**src/rtl/prle_pkg.sv**
```systemverilog
// prle_pkg: shared types and constants for the pixel rle packet encoder
// holds the sequencer state enum, the result and store request structs
// depends on nothing; imported by every other rtl file
`default_nettype none

package prle_pkg;

    // width of the packet counter: holds up to a full literal plus the lookahead pixel
    localparam int CNT_W = 8;
    localparam int PIX_W = 32;
    // pixel fields in one result on the port side
    localparam int NUM_PIX = 4;
    localparam logic [7:0] HDR_RUN = 8'h80;

    typedef enum logic [2:0] {
        ST_IDLE,
        ST_STEP,
        ST_END,
        ST_LIT_RD,
        ST_LIT_PUSH
    } state_t;

    typedef struct packed {
        logic                           has_header;
        logic [7:0]                     header;
        logic [2:0]                     pixel_count;
        logic [NUM_PIX-1:0][PIX_W-1:0]  pix;
        logic                           row_done;
        logic                           step_last;
    } result_t;

    typedef struct packed {
        logic               wr_en;
        logic [CNT_W-1:0]   wr_addr;
        logic [PIX_W-1:0]   wr_data;
        logic               rd_en;
        logic [CNT_W-1:0]   rd_addr;
    } store_req_t;

    // low bytes kept for a given width code; zero acts as one, above four as four
    function automatic logic [PIX_W-1:0] pixel_mask(input logic [2:0] bpp);
        logic [PIX_W-1:0] m;
        unique case (bpp)
            3'd0, 3'd1: m = 32'h0000_00FF;
            3'd2:       m = 32'h0000_FFFF;
            3'd3:       m = 32'h00FF_FFFF;
            default:    m = 32'hFFFF_FFFF;
        endcase
        return m;
    endfunction

endpackage

`default_nettype wire

```
**src/rtl/prle_store.sv**
```systemverilog
// prle_store: literal pixel memory, one write and one registered read port
// depends on prle_pkg for the store request struct
`default_nettype none

module prle_store
    import prle_pkg::*;
#(
    parameter int MAX_PACKET = 128
) (
    input  wire logic               clk,
    input  wire store_req_t         req,
    output logic [PIX_W-1:0]        rd_data
);

    localparam int AW = (MAX_PACKET > 1) ? $clog2(MAX_PACKET) : 1;

    logic [PIX_W-1:0] mem [MAX_PACKET];
    logic [PIX_W-1:0] rd_data_reg;

    always_ff @(posedge clk)
    begin
        if (req.wr_en)
        begin
            mem[req.wr_addr[AW-1:0]] <= req.wr_data;
        end
        if (req.rd_en)
        begin
            rd_data_reg <= mem[req.rd_addr[AW-1:0]];
        end
    end

    assign rd_data = rd_data_reg;

endmodule

`default_nettype wire

```
**config.mk**
```make
export PLATFORM = sky130hd
export DESIGN_NAME = prle_store
export DESIGN_NICKNAME = d
export VERILOG_FILES = /design/src/rtl/prle_pkg.sv /design/src/rtl/prle_store.sv
export SDC_FILE = /design/constraint.sdc
export NUM_CORES = 2
export LEC_CHECK = 0
export BUFFER_PORTS_ARGS = -buffer_cell sky130_fd_sc_hd__buf_2
export CORE_MARGIN = 4
export CORE_UTILIZATION = 45
export CTS_BUF_LIST = sky130_fd_sc_hd__clkbuf_4 sky130_fd_sc_hd__clkbuf_8
export CTS_CLUSTER_SIZE = 24
export DETAILED_ROUTE_END_ITERATION = 10
export PLACE_DENSITY_LB_ADDON = 0.15
export SETUP_SLACK_MARGIN = 0.02
export SKIP_CTS_REPAIR_TIMING = 1
export SLEW_MARGIN = 15
export SYNTH_ARGS = -nofsm -noshare
export SYNTH_HDL_FRONTEND = slang
export SYNTH_SLANG_ARGS = --single-unit
```
**constraint.sdc**
```tcl
create_clock -name clk -period 5.35 [get_ports clk]
set_input_delay 0.8025 -clock clk [delete_from_list [all_inputs] [get_ports clk]]
set_output_delay 0.8025 -clock clk [all_outputs]
set_load 0.1 [all_outputs]
```
==> reports/metrics.csv <==
stage;metric;value;unit
die;core_area;0.346;mm²
clocking;path_clk_slew;0.06;ns
place;io_buffers;80;
yosys;synth_compound_area_share;0;%
timing;fin_ws;2.22;ns
flow_run;maxCapViolCount;0;
critical_path;reg2reg_depth;4;
critical_path;r2r_start;mem[119][24]$_DFFE_PP_;
yosys;synth-seq-cells;4128;
global_route;grt_max_degree;88;
yosys;mappedNetlistArea;0.157;mm²
yosys;synth-edff-count;4128;
yosys;synth_nets;6041;
clocking;numClockSinks;4128;
timing;hold_violations;0;
critical_path;rr_endpoint;rd_data[24]$_DFFE_PP_;
timing;slew_headroom;23.3;%
critical_path;cp_cell_sequence;buf_8 -> buf_12 -> buf_4 -> mux4_2 -> mux4_2 -> mux4_2 -> mux2_2;
yosys;syn-instance-count;5990;
yosys;synth.distinct_cells;16;
clocking;cts_tree;done;
timing;finalCriticalPeriod;3.13;ns
finish;largest_reg_flops;4096;
timing;skew;0.0673;ns
timing;tightest_slew;1.15;ns
yosys;synthSimpleGateAreaFrac;0.445;%
yosys;synthXorXnorAreaFrac;0;%
critical_path;endpoint;rd_data[10]$_DFFE_PP_;
critical_path;critPathMaxFanout;69;
critical_path;start_kind;input pin;
place;gp_congestion;0.858;
yosys;avgSynthCellArea;26.1;µm²
timing;final.period_utilization;58.6;%
critical_path;worst_path_largest_cell_delay;0.61;ns
critical_path;critPathBufInv;3;
clocking;cts_buffer_depth;4;
die;dieHeight;598;µm
power;p_total;65600;µW
clocking;clk_latency;1.21;ns
power;irDropWorstVdd;215;µV
power;p_per_area;368;mW/mm²
finish;drive_gt1_share;40.2;%
route;drtIter0Drc;9084;
critical_path;slowest_stage;mux4_2;
route;ant_nets;1;
critical_path;r2r_setup_slack;2.55;ns
finish;syn_to_final_growth;13.9;%
route;drc;0;
critical_path;crit_path_start;req[2];
timing;final_max_slew_viol_count;0;
finish;nets;6798;
die;initial_core_util;45.2;%
route;routed_wl;419000;µm
yosys;synthFlopType;edfxtp_1;
yosys;synth_top_family_by_area;multiplexers;
die;std_cell_rows;216;
outcome;status;finished, violations left;
critical_path;worstPathArrival;4.05;ns
clocking;cts_buffers;673;
yosys;synthAdderAreaFrac;0;%
place;dpl_worst_slack;1.01;ns
place;dp.cells;10600;
critical_path;crit_path_end_kind;flop;
route;wl_per_cell;35.2;µm
critical_path;cp.depth;7;
clocking;cts_max_level;6;
global_route;grt_overflow;0;
timing;tns;0;ns
die;die_w;598;µm
global_route;grtUsageTotal;23.4;%
timing;setup_violations;0;
timing;rsz0062_at_grt;no;
yosys;muxShareOfSynthArea;19.6;%
timing;max_freq;0.319;GHz
critical_path;cpMostUsedCell;mux4_2;
clocking;cts-root-buf;clkbuf_8;
place;dp_hpwl;232000;µm
finish;layout_common_cells;edfxtp_1, mux4_2, clkbuf_8;
yosys;yosys_warnings;0;
die;ios;83;
power;leakagePower;0.0548;µW
global_route;grt_pass1_vias;73800;
route;vias;71800;
global_route;grt_pass1_wl;583000;µm
global_route;antenna_found_initial;69;
finish;final_util;51.5;%
outcome;violations;antenna rules;
hold_path;min-delay-path-class;in2reg;
finish;fin_cells;11900;
route;vias_per_cell;6.03;
critical_path;path_delay_family;multiplexers;
route;drtPass1Iterations;5;
finish;final_common_cell;edfxtp_1;
critical_path;crit_type;in2reg;
critical_path;required;6.27;ns
yosys;synth.yosys.seq_area_share;79.2;%
die;die_area;0.357;mm²
yosys;synthArstFlopShare;0;%
cells by family after synthesis:
group | after synthesis
buf+inv | 316
flops | 4128
simple gates | 170
mux | 1376
where the power goes:
| part | internal [µW] | leakage (µW) | total [µW] | switching [µW] |
|---|---|---|---|---|
| clock network | 13700 | 0.00664 | 26100 | 12400 |
| registers | 35800 | 0.0371 | 35800 | 67.2 |
| logic | 1320 | 0.0110 | 3710 | 2390 |
cell type report:
class                      count  area [µm²]
tap                         4578        5730
clock buffer                 922       11200
fill                       26900      168000
antenna                       77         193
multi-input combinational   1546       32300
timing repair buffer         398        3540
clock inverter               261        1470
sequential                  4128      124000
worst register-to-register path: cells and delay by family (launching register included):
kind | cells | cell delay, ns
muxes | 4 | 2.24
DFF | 1 | 0.35
per-layer routing:
metal | track usage, % | up-vias | wire [µm]
li1 | - | 28200 | -
met2 | 36.2 | 3053 | 200000
met3 | 4.10 | 577 | 32800
met1 | 34.9 | 40000 | 176000
met4 | 6.31 | 12 | 10500
met5 | 0 | - | 89
worst min path at each step:
stage               slack (ns)                    end  depth (start not counted)             startpoint
global route              0.04   mem[5][14]$_DFFE_PP_                          1                req[23]
global placement          1.18   rd_data[9]$_DFFE_PP_                          4  mem[124][9]$_DFFE_PP_
CTS                      -0.12   mem[2][16]$_DFFE_PP_                          1                req[25]
detailed placement        1.19  rd_data[25]$_DFFE_PP_                          4  mem[31][25]$_DFFE_PP_
floorplan                 0.90    mem[0][0]$_DFFE_PP_                          0                 req[9]
finish                    0.12   mem[1][14]$_DFFE_PP_                          1                req[23]
Yosys cell counts, types with 3 or more instances:
cell type / instances / area, µm²
nand4_1: 3 / 18.8
buf_2: 79 / 395
mux2_2: 32 / 360
nor2_1: 122 / 458
nand2_1: 14 / 52.6
nor2b_1: 7 / 43.8
buf_4: 3 / 22.5
mux4_2: 1344 / 30300
buf_1: 50 / 188
clkbuf_1: 182 / 683
nand3_1: 12 / 60.1
edfxtp_1: 4128 / 124000
nor3_1: 9 / 45.0
metrics by stage:
step,hold slack (ns),area [µm²]
global route,0.0433,178000
floorplan,0.901,157000
detailed placement,1.19,165000
CTS,-0.122,178000
finish,0.121,178000
global placement,1.18,165000
Power figures use the tool's default switching activity.
