===== src/rtl/prle_pkg.sv =====
// prle_pkg: shared types and constants for the pixel rle packet encoder
// holds the sequencer state enum, the result and store request structs
// depends on nothing; imported by every other rtl file
`default_nettype none

package prle_pkg;

    // width of the packet counter: holds up to a full literal plus the lookahead pixel
    localparam int CNT_W = 8;
    localparam int PIX_W = 32;
    // pixel fields in one result on the port side
    localparam int NUM_PIX = 4;
    localparam logic [7:0] HDR_RUN = 8'h80;

    typedef enum logic [2:0] {
        ST_IDLE,
        ST_STEP,
        ST_END,
        ST_LIT_RD,
        ST_LIT_PUSH
    } state_t;

    typedef struct packed {
        logic                           has_header;
        logic [7:0]                     header;
        logic [2:0]                     pixel_count;
        logic [NUM_PIX-1:0][PIX_W-1:0]  pix;
        logic                           row_done;
        logic                           step_last;
    } result_t;

    typedef struct packed {
        logic               wr_en;
        logic [CNT_W-1:0]   wr_addr;
        logic [PIX_W-1:0]   wr_data;
        logic               rd_en;
        logic [CNT_W-1:0]   rd_addr;
    } store_req_t;

    // low bytes kept for a given width code; zero acts as one, above four as four
    function automatic logic [PIX_W-1:0] pixel_mask(input logic [2:0] bpp);
        logic [PIX_W-1:0] m;
        unique case (bpp)
            3'd0, 3'd1: m = 32'h0000_00FF;
            3'd2:       m = 32'h0000_FFFF;
            3'd3:       m = 32'h00FF_FFFF;
            default:    m = 32'hFFFF_FFFF;
        endcase
        return m;
    endfunction

endpackage

`default_nettype wire


===== src/rtl/prle_ctrl.sv =====
// prle_ctrl: packet sequencer; holds the open packet state and walks the literal store
// depends on prle_pkg; drives prle_store and prle_outreg
`default_nettype none

module prle_ctrl
    import prle_pkg::*;
#(
    parameter int MAX_PACKET        = 128,
    parameter int PIXELS_PER_RESULT = 4
) (
    input  wire logic               clk,
    input  wire logic               rst_n,
    input  wire logic [2:0]         bpp,
    input  wire logic               in_valid,
    output logic                    in_stall,
    input  wire logic [PIX_W-1:0]   pixel,
    input  wire logic               row_end,
    output store_req_t              sreq,
    input  wire logic [PIX_W-1:0]   rd_data,
    input  wire logic               out_free,
    output logic                    push,
    output result_t                 push_res
);

    localparam int SW = (PIXELS_PER_RESULT > 1) ? $clog2(PIXELS_PER_RESULT) : 1;
    localparam logic [CNT_W-1:0] MAX_C  = CNT_W'(MAX_PACKET);
    localparam logic [SW-1:0]    SLOT_L = SW'(PIXELS_PER_RESULT - 1);

    state_t             state_reg, state_next;
    state_t             ret_reg, ret_next;
    logic [PIX_W-1:0]   x_reg, x_next;
    logic               end_reg, end_next;
    logic [CNT_W-1:0]   count_reg, count_next;
    logic               run_reg, run_next;
    logic [PIX_W-1:0]   held_reg, held_next;
    logic [CNT_W-1:0]   n_reg, n_next;
    logic [CNT_W-1:0]   pos_reg, pos_next;
    logic               first_reg, first_next;
    logic [SW-1:0]      slot_reg, slot_next;
    logic               done_reg, done_next;
    logic               last_reg, last_next;
    logic               rd_vld_reg, rd_vld_next;
    logic [SW-1:0]      rd_slot_reg, rd_slot_next;
    logic [PIX_W-1:0]   build_reg [PIXELS_PER_RESULT];

    logic [CNT_W-1:0]   lit;
    logic               eq;
    state_t             after_step;
    logic               emit_go;
    logic [CNT_W-1:0]   emit_n;
    logic               emit_done;
    logic               emit_last;
    state_t             emit_ret;
    logic               last_chunk;
    logic [CNT_W-1:0]   n_m1;
    logic [CNT_W-1:0]   cnt_m1;

    assign in_stall   = (state_reg != ST_IDLE);
    assign lit        = count_reg - CNT_W'(1);
    assign eq         = (x_reg == held_reg);
    assign after_step = end_reg ? ST_END : ST_IDLE;
    assign last_chunk = (pos_reg == n_reg);
    assign n_m1       = n_reg - CNT_W'(1);
    assign cnt_m1     = count_reg - CNT_W'(1);

    always_comb
    begin
        state_next   = state_reg;
        ret_next     = ret_reg;
        x_next       = x_reg;
        end_next     = end_reg;
        count_next   = count_reg;
        run_next     = run_reg;
        held_next    = held_reg;
        n_next       = n_reg;
        pos_next     = pos_reg;
        first_next   = first_reg;
        slot_next    = slot_reg;
        done_next    = done_reg;
        last_next    = last_reg;
        rd_vld_next  = 1'b0;
        rd_slot_next = rd_slot_reg;
        sreq         = '0;
        push         = 1'b0;
        push_res     = '0;
        emit_go      = 1'b0;
        emit_n       = '0;
        emit_done    = 1'b0;
        emit_last    = 1'b0;
        emit_ret     = ST_IDLE;

        unique case (state_reg)
            ST_IDLE:
            begin
                if (in_valid)
                begin
                    x_next     = pixel & pixel_mask(bpp);
                    end_next   = row_end;
                    state_next = ST_STEP;
                end
            end

            ST_STEP:
            begin
                if (count_reg == '0)
                begin
                    // new row or after a row end: the pixel opens a literal as lookahead
                    held_next  = x_reg;
                    count_next = CNT_W'(1);
                    run_next   = 1'b0;
                    state_next = after_step;
                end
                else if (run_reg)
                begin
                    if (eq && (count_reg < MAX_C))
                    begin
                        count_next = count_reg + CNT_W'(1);
                        state_next = after_step;
                    end
                    else if (out_free)
                    begin
                        push                 = 1'b1;
                        push_res.has_header  = 1'b1;
                        push_res.header      = HDR_RUN | {1'b0, cnt_m1[6:0]};
                        push_res.pixel_count = 3'd1;
                        push_res.pix[0]      = held_reg;
                        push_res.step_last   = !end_reg;
                        run_next             = 1'b0;
                        count_next           = CNT_W'(1);
                        held_next            = x_reg;
                        state_next           = after_step;
                    end
                end
                else if (lit == MAX_C)
                begin
                    // full literal: flush it, then look at this pixel again
                    emit_go    = 1'b1;
                    emit_n     = MAX_C;
                    emit_last  = !end_reg;
                    emit_ret   = ST_STEP;
                    count_next = CNT_W'(1);
                end
                else if (eq)
                begin
                    run_next   = 1'b1;
                    count_next = CNT_W'(2);
                    if (lit != '0)
                    begin
                        emit_go   = 1'b1;
                        emit_n    = lit;
                        emit_last = !end_reg;
                        emit_ret  = after_step;
                    end
                    else
                    begin
                        state_next = after_step;
                    end
                end
                else
                begin
                    sreq.wr_en   = 1'b1;
                    sreq.wr_addr = lit;
                    sreq.wr_data = held_reg;
                    held_next    = x_reg;
                    count_next   = count_reg + CNT_W'(1);
                    state_next   = after_step;
                end
            end

            ST_END:
            begin
                if (run_reg)
                begin
                    if (out_free)
                    begin
                        push                 = 1'b1;
                        push_res.has_header  = 1'b1;
                        push_res.header      = HDR_RUN | {1'b0, cnt_m1[6:0]};
                        push_res.pixel_count = 3'd1;
                        push_res.pix[0]      = held_reg;
                        push_res.row_done    = 1'b1;
                        push_res.step_last   = 1'b1;
                        run_next             = 1'b0;
                        count_next           = '0;
                        state_next           = ST_IDLE;
                    end
                end
                else if (lit == MAX_C)
                begin
                    emit_go    = 1'b1;
                    emit_n     = MAX_C;
                    emit_ret   = ST_END;
                    count_next = CNT_W'(1);
                end
                else
                begin
                    // commit the lookahead pixel and close the row's literal
                    sreq.wr_en   = 1'b1;
                    sreq.wr_addr = lit;
                    sreq.wr_data = held_reg;
                    emit_go      = 1'b1;
                    emit_n       = count_reg;
                    emit_done    = 1'b1;
                    emit_last    = 1'b1;
                    emit_ret     = ST_IDLE;
                    count_next   = '0;
                    run_next     = 1'b0;
                end
            end

            ST_LIT_RD:
            begin
                sreq.rd_en   = 1'b1;
                sreq.rd_addr = pos_reg;
                rd_vld_next  = 1'b1;
                rd_slot_next = slot_reg;
                pos_next     = pos_reg + CNT_W'(1);
                if ((slot_reg == SLOT_L) || (pos_next == n_reg))
                begin
                    state_next = ST_LIT_PUSH;
                end
                else
                begin
                    slot_next = slot_reg + SW'(1);
                end
            end

            ST_LIT_PUSH:
            begin
                push_res.has_header  = first_reg;
                push_res.header      = first_reg ? {1'b0, n_m1[6:0]} : 8'd0;
                push_res.pixel_count = 3'(slot_reg) + 3'd1;
                for (int k = 0; k < PIXELS_PER_RESULT; k++)
                begin
                    if (SW'(k) <= slot_reg)
                    begin
                        push_res.pix[k] = (rd_vld_reg && (rd_slot_reg == SW'(k)))
                                          ? rd_data : build_reg[k];
                    end
                end
                push_res.row_done  = last_chunk && done_reg;
                push_res.step_last = last_chunk && last_reg;
                if (out_free)
                begin
                    push = 1'b1;
                    if (last_chunk)
                    begin
                        state_next = ret_reg;
                    end
                    else
                    begin
                        first_next = 1'b0;
                        slot_next  = '0;
                        state_next = ST_LIT_RD;
                    end
                end
            end

            default:
            begin
                state_next = ST_IDLE;
            end
        endcase

        if (emit_go)
        begin
            n_next     = emit_n;
            pos_next   = '0;
            first_next = 1'b1;
            slot_next  = '0;
            done_next  = emit_done;
            last_next  = emit_last;
            ret_next   = emit_ret;
            state_next = ST_LIT_RD;
        end
    end

    always_ff @(posedge clk or negedge rst_n)
    begin
        if (!rst_n)
        begin
            state_reg   <= ST_IDLE;
            ret_reg     <= ST_IDLE;
            end_reg     <= 1'b0;
            count_reg   <= '0;
            run_reg     <= 1'b0;
            held_reg    <= '0;
            n_reg       <= '0;
            pos_reg     <= '0;
            first_reg   <= 1'b0;
            slot_reg    <= '0;
            done_reg    <= 1'b0;
            last_reg    <= 1'b0;
            rd_vld_reg  <= 1'b0;
            rd_slot_reg <= '0;
        end
        else
        begin
            state_reg   <= state_next;
            ret_reg     <= ret_next;
            end_reg     <= end_next;
            count_reg   <= count_next;
            run_reg     <= run_next;
            held_reg    <= held_next;
            n_reg       <= n_next;
            pos_reg     <= pos_next;
            first_reg   <= first_next;
            slot_reg    <= slot_next;
            done_reg    <= done_next;
            last_reg    <= last_next;
            rd_vld_reg  <= rd_vld_next;
            rd_slot_reg <= rd_slot_next;
        end
    end

    // payload: incoming pixel and the pixels gathered for the current result
    always_ff @(posedge clk)
    begin
        x_reg <= x_next;
        if (rd_vld_reg)
        begin
            build_reg[rd_slot_reg] <= rd_data;
        end
    end

endmodule

`default_nettype wire


===== config.mk =====
export PLATFORM = sky130hd
export DESIGN_NAME = prle_ctrl
export DESIGN_NICKNAME = d
export VERILOG_FILES = /design/src/rtl/prle_pkg.sv /design/src/rtl/prle_ctrl.sv
export SDC_FILE = /design/constraint.sdc
export NUM_CORES = 1
export LEC_CHECK = 0
export ABC_CLOCK_PERIOD_IN_PS = 2970
export BUFFER_PORTS_ARGS = -buffer_cell sky130_fd_sc_hd__buf_4
export CAP_MARGIN = 40
export CORE_MARGIN = 3
export CORE_UTILIZATION = 50
export DETAILED_ROUTE_END_ITERATION = 12
export PLACE_DENSITY = 0.78
export SYNTH_ARGS = -nofsm -noshare
export SYNTH_HDL_FRONTEND = slang
export SYNTH_SLANG_ARGS = --single-unit

===== constraint.sdc =====
create_clock -name clk -period 2.97 [get_ports clk]
set_input_delay 0.594 -clock clk [delete_from_list [all_inputs] [get_ports clk]]
set_output_delay 0.594 -clock clk [all_outputs]
set_load 0.02 [all_outputs]

==> run_results.csv, run 1 <==
group,metric,value,unit
power_and_ir_drop,power.density,951,nW/um^2
clock_tree,cts_tree,"done",
placement,dp_slack,-0.141,ns
sta,min_period,3.55,ns
synth,syn-instance-count,1105,
finish,area_growth,37.0,%
grt,antenna_found_initial,1,
synth,synth_area_per_cell,10.7,um^2
floorplanning,die-area,25500,um^2
grt,grtUsageTotal,26.2,%
synth,syn_area,11800,um^2
finish,drive_above_1_share,35.1,%
placement,port_buffers,265,
clock_tree,clkTransAtPathRegs,0.06,ns
worst_setup_path,reg2reg_setup_slack,0.12,ns
synth,yosysUniqueCellTypes,72,
worst_setup_path,cpPeakStageDelay,0.46,ns
sta,fmax,0.282,GHz
finish,largest_reg_flops,128,
sta,hold_viol,0,
placement,gp_congestion,0.928,
grt,overflow,0,
worst_setup_path,crit_type,"register to primary output",
worst_setup_path,path_cells,"xnor2_1 > nand4_1 > nor4_4 > nand2_1 > nor2_2 > nor3_2 > o211ai_1 > inv_2 > buf_12 > o2bb2ai_1 > buf_4",
sta,post-route-period-util,119,%
finish,layout_common_cells,"buf_4, nand2_1, edfxtp_1",
clock_tree,worstSkewPairLatency,0.51,ns
grt,grt_max_degree,65,
routing,wl_per_cell,20.5,um
worst_setup_path,crit_path_end_kind,"primary output",
floorplanning,die_h,160,um
sta,setup_viol_count_final,86,
outcome,status,"finished, violations left",
floorplanning,placementRows,55,
worst_setup_path,setup.worst_path.start_class,"register",
grt,grt_pass1_wl,53700,um
grt,grt_pass1_vias,9324,
worst_setup_path,slowest_stage,"dfrtp_2",
routing,dr.pass1.iters,5,
worst_setup_path,worstPathRequired,2.38,ns
worst_setup_path,path_max_fanout,26,
finish,fin_util,70.7,%
synth,synthTopCellsByArea,"edfxtp_1, dfrtp_1, nand2_1",
synth,async_flop_share,30.7,%
routing,via_per_inst,5.64,
finish,final_common_cell,"buf_4",
synth,synth-seq-cells,231,
placement,dp_hpwl,24200,um
floorplanning,core,22900,um^2
clock_tree,htreeDepth,1,
finish,stdcell_count,1747,
routing,detail-route-antenna-nets,0,
sta,slew_viol_final,0,
synth,yosysTopAreaCell,"edfxtp_1",
worst_setup_path,critical_path_arrival,2.95,ns
clock_tree,cts_root_buf,"clkbuf_16",
routing,vias,9855,
sta,relSlewSlack,46.5,%
run,cap_violations,0,
sta,rsz0062_at_grt,"true",
sta,worstMarginPinSlew,0.803,ns
clock_tree,cts_sinks,231,
synth,ys_warn_count,0,
routing,drtIter0Drc,1039,
routing,wl,35900,um
routing,drc_errors,0,
sta,hold_slack,0.0236,ns
synth,yosys_most_used_dff,"edfxtp_1",
floorplanning,start_util,51.6,%
outcome,violations,"setup timing",
finish,nNetsFinal,1495,
placement,dp.cells,1675,
clock_tree,numCtsBuffers,25,
sta,fin_ws,-0.577,ns
hold_path,hp-class,"input pin to async pin",
sta,fin_skew,0.0138,ns
synth,synth-edff-count,160,
synth,synth_top_area_share,40.6,%
floorplanning,io_pins,266,
clock_tree,clockBufferDepth,3,
floorplanning,die_x,160,um
power_and_ir_drop,leakage,6.67,nW
power_and_ir_drop,vdd_drop_max,0.685,mV
synth,syn_nets,1185,
synth,yosysSeqAreaShare,55.6,%
worst max-delay path, delay by kind of cell (launching register included):
kind	cells	cell delay, ns
xor+xnor	1	0.18
buf+inv	3	0.49
compound gates	2	0.45
simple gates	5	0.85
flops	1	0.46
synth_stat cells (18+ instances only):
| cell | count |
|---|---|
| mux2i_1 | 34 |
| clkbuf_1 | 51 |
| mux2_1 | 30 |
| and2_1 | 52 |
| o2bb2ai_1 | 32 |
| nand2_1 | 234 |
| o21ai_0 | 19 |
| nor2_1 | 44 |
| dfrtp_1 | 71 |
| xnor2_1 | 46 |
| a21oi_1 | 107 |
| edfxtp_1 | 160 |
| nor2b_1 | 18 |
report_power, final:
group,leakage [nW],internal (mW),switching [mW]
Clock,0.413,1.96,1.20
Sequential,2.30,4.25,0.775
Combinational,3.96,3.45,3.76
Total,6.67,9.66,5.74
per-layer routing:
metal	global-route usage, %	vias up	wire length [um]
met1	37.1	4801	15100
met3	4.23	70	2480
met4	8.21	0	1120
met5	0	-	0
li1	-	4535	-
met2	41.9	449	17200
area by class of cell:
class	count	area [um^2]
Timing Repair Buffer	354	3060
Sequential cell	231	6600
Multi-Input combinational cell	783	5210
Tap cell	313	392
Timing Repair inverter	1	11.3
Inverter	19	83.8
Antenna cell	1	2.50
Fill cell	1613	6710
Clock inverter	7	111
Clock buffer	38	734
kinds of logic after synthesis:
kind of cell | count (synthesis) | synth area share [%]
and+or+nand+nor | 435 | 17.8
muxes | 66 | 5.92
xor gates and xnor gates | 62 | 4.65
DFF | 231 | 55.6
AOI/OAI and AO/OA | 212 | 11.5
buffers and inverters | 91 | 3.62
adders and majority gates | 8 | 0.846
stage by stage:
step	setup TNS (ns)	area (um^2)	total power, mW
finish	-41.99	16200	15.4
floorplan	0	11800	8.46
CTS	-34.89	15600	14.4
global route	-49.74	16200	16.1
detailed placement	-6.04	14400	10.6
global placement	-0.739	14400	10.4
final timing paths:
check	startpoint	to	cells after the start
setup / recovery	held_reg[6]	push_res[14]	11
hold / removal	rst_n	count_reg[3]	1
setup reg to reg	count_reg[0]	ret_reg[1]	13
hold reg to reg	done_reg	done_reg	1
max in group asynchronous	rst_n	held_reg[10]	2
min in group clk	pixel[1]	x_reg[1]	1
what timing repair did:
item                                   4_1_cts  5_1_grt
pin swaps                                   17       23
resized for setup                           39      128
buffers inserted                            18        6
endpoints found under the hold margin        0        0
hold buffers                                 0        0
setup endpoints to repair                  104      149
gates cloned                                 2        0
Power figures use the tool's default switching activity.
==> run 2: changes to the inputs <==
- REMOVE_ABC_BUFFERS: default -> 1
==> run_results.csv, run 2 (synthesis gave the netlist of run 1 again) <==
group,metric,value,unit
power_and_ir_drop,leakage,6.75,nW
clock_tree,cts_root_buf,"clkbuf_16",
routing,drtIter0Drc,882,
routing,drc_errors,0,
finish,seqCellArea,6590,um^2
clock_tree,clockBufferDepth,3,
sta,rsz0062_at_grt,"true",
floorplanning,placementRows,55,
finish,fillers,1646,
finish,stdcell_count,1767,
finish,fin_util,70.9,%
sta,worstMarginPinSlew,0.809,ns
finish,num_antenna_cells,0,
floorplanning,core,22900,um^2
finish,final_common_cell,"buf_4",
grt,antenna_found_initial,0,
finish,layout_common_cells,"buf_4, nand2_1, edfxtp_1",
worst_setup_path,critPathMostFrequentCell,"buf_4",
placement,port_buffers,265,
clock_tree,cts_sinks,231,
clock_tree,worstSkewPairLatency,0.52,ns
worst_setup_path,setup.worst_path.start_class,"register",
hold_path,hp-class,"input pin to register",
outcome,status,"finished, violations left",
floorplanning,die_h,160,um
sta,fmax,0.290,GHz
run,cap_violations,0,
sta,min_period,3.45,ns
worst_setup_path,crit_path_end_kind,"primary output",
placement,dp_slack,-0.0700,ns
routing,detail-route-antenna-nets,0,
worst_setup_path,cpPeakStageDelay,0.42,ns
sta,setup_viol_count_final,85,
routing,via_per_inst,5.65,
sta,post-route-period-util,116,%
worst_setup_path,critical_path_arrival,2.85,ns
clock_tree,clkTransAtPathRegs,0.06,ns
finish,multi_input_area,5200,um^2
outcome,violations,"setup timing",
clock_tree,numCtsBuffers,25,
grt,grt_max_degree,65,
finish,area_growth,37.4,%
finish,largest_reg_flops,128,
sta,fin_ws,-0.478,ns
routing,vias,9981,
placement,dp.cells,1694,
finish,nNetsFinal,1515,
sta,hold_viol,0,
worst_setup_path,slowest_stage,"dfrtp_1",
placement,dp_hpwl,25400,um
power_and_ir_drop,power.density,925,nW/um^2
sta,fin_skew,0.0104,ns
floorplanning,io_pins,266,
power_and_ir_drop,power,15.0,mW
floorplanning,die-area,25500,um^2
power_and_ir_drop,vdd_drop_max,0.961,mV
floorplanning,start_util,51.6,%
sta,slew_viol_final,0,
clock_tree,cts_tree,"done",
routing,wl,36500,um
routing,dr.pass1.iters,5,
grt,overflow,0,
floorplanning,die_x,160,um
worst_setup_path,worstPathRequired,2.38,ns
grt,grt_pass1_wl,56200,um
grt,grtUsageTotal,27.4,%
routing,wl_per_cell,20.7,um
worst_setup_path,path_max_fanout,20,
sta,relSlewSlack,46.1,%
clock_tree,htreeDepth,1,
grt,grt_pass1_vias,9905,
finish,drive_above_1_share,36.1,%
worst_setup_path,crit_type,"register to primary output",
placement,gp_congestion,0.894,
worst_setup_path,path_cells,"xnor2_2 > nand4_1 > nor4_4 > nand2_2 > nor2_4 > nor3_2 > o211ai_1 > buf_4 > inv_6 > buf_8 > o2bb2ai_1 > buf_4",
[run 2: changes by cell type in the layout (fill, tap and decap cells not counted), moves of 5 or more]
cell,previous run,this run
buf_6,52,59
clkinv_1,2,7
o22ai_4,7,0
clkinv_2,1,7
o2bb2ai_1,31,25
buf_12,14,7
buf_4,284,302
clkbuf_8,6,1
[run 2: final timing paths]
| kind | start | end | slack (ns) | depth (start not counted) |
|---|---|---|---|---|
| setup / recovery | held_reg[20] | push_res[10] | -0.48 | 12 |
| max in group asynchronous | rst_n | state_reg[2] | 1.96 | 3 |
| setup reg to reg | held_reg[20] | held_reg[16] | 0.12 | 12 |
| hold / removal | pixel[2] | x_reg[2] | 0.25 | 1 |
| min in group asynchronous | rst_n | count_reg[4] | 0.44 | 2 |
| hold reg to reg | done_reg | done_reg | 0.49 | 1 |
[run 2: worst max-delay path: cells and delay by family, from the launching register on]
family | cells | cell delay [ns]
flops | 1 | 0.42
compound gates | 2 | 0.28
xor+xnor | 1 | 0.21
simple gates | 5 | 0.86
buf+inv | 4 | 0.54
[run 2: power by group]
group / total [mW] / internal (mW) / switching [mW]
logic: 7.12 / 3.31 / 3.81
clock network: 3.00 / 1.74 / 1.26
registers: 4.90 / 4.25 / 0.657
total: 15.0 / 9.30 / 5.72
[run 2: timing repair]
action | in CTS | in global routing
resized for setup | 135 | 46
hold endpoints to repair | 7 | 0
gates cloned | 4 | 0
buffers inserted | 17 | 7
hold buffers | 1 | 0
pin swaps | 32 | 15
setup endpoints to repair | 108 | 157
[run 2: layout make-up]
class                   count  area share [%]
clock buffers              29            4.00
well taps                 313            2.41
repair inverters            3           0.270
multi-input cells         783            32.0
inverters                  19           0.539
clock inverters            17           0.855
flip-flops and latches    231            40.6
repair buffers            372            19.3
[run 2: metal layers]
metal  track usage, %  vias up  wire length [um]
li1                 -     4577                 -
met1             36.2     4905             15000
met2             45.5      406             17800
met3             4.77       93              2290
met4             10.4        0              1470
met5                0        -                 0
[run 2: metrics by stage]
stage                     cell area [um^2]  setup TNS [ns]  hold slack (ns)
after floorplan                      11500         -296.33            0.298
after global placement               14500           -1.06            0.461
after detailed placement             14600           -1.67            0.430
after CTS                            16000          -34.23            0.230
after global routing                 16200          -46.15            0.233
final                                16200          -36.37            0.247
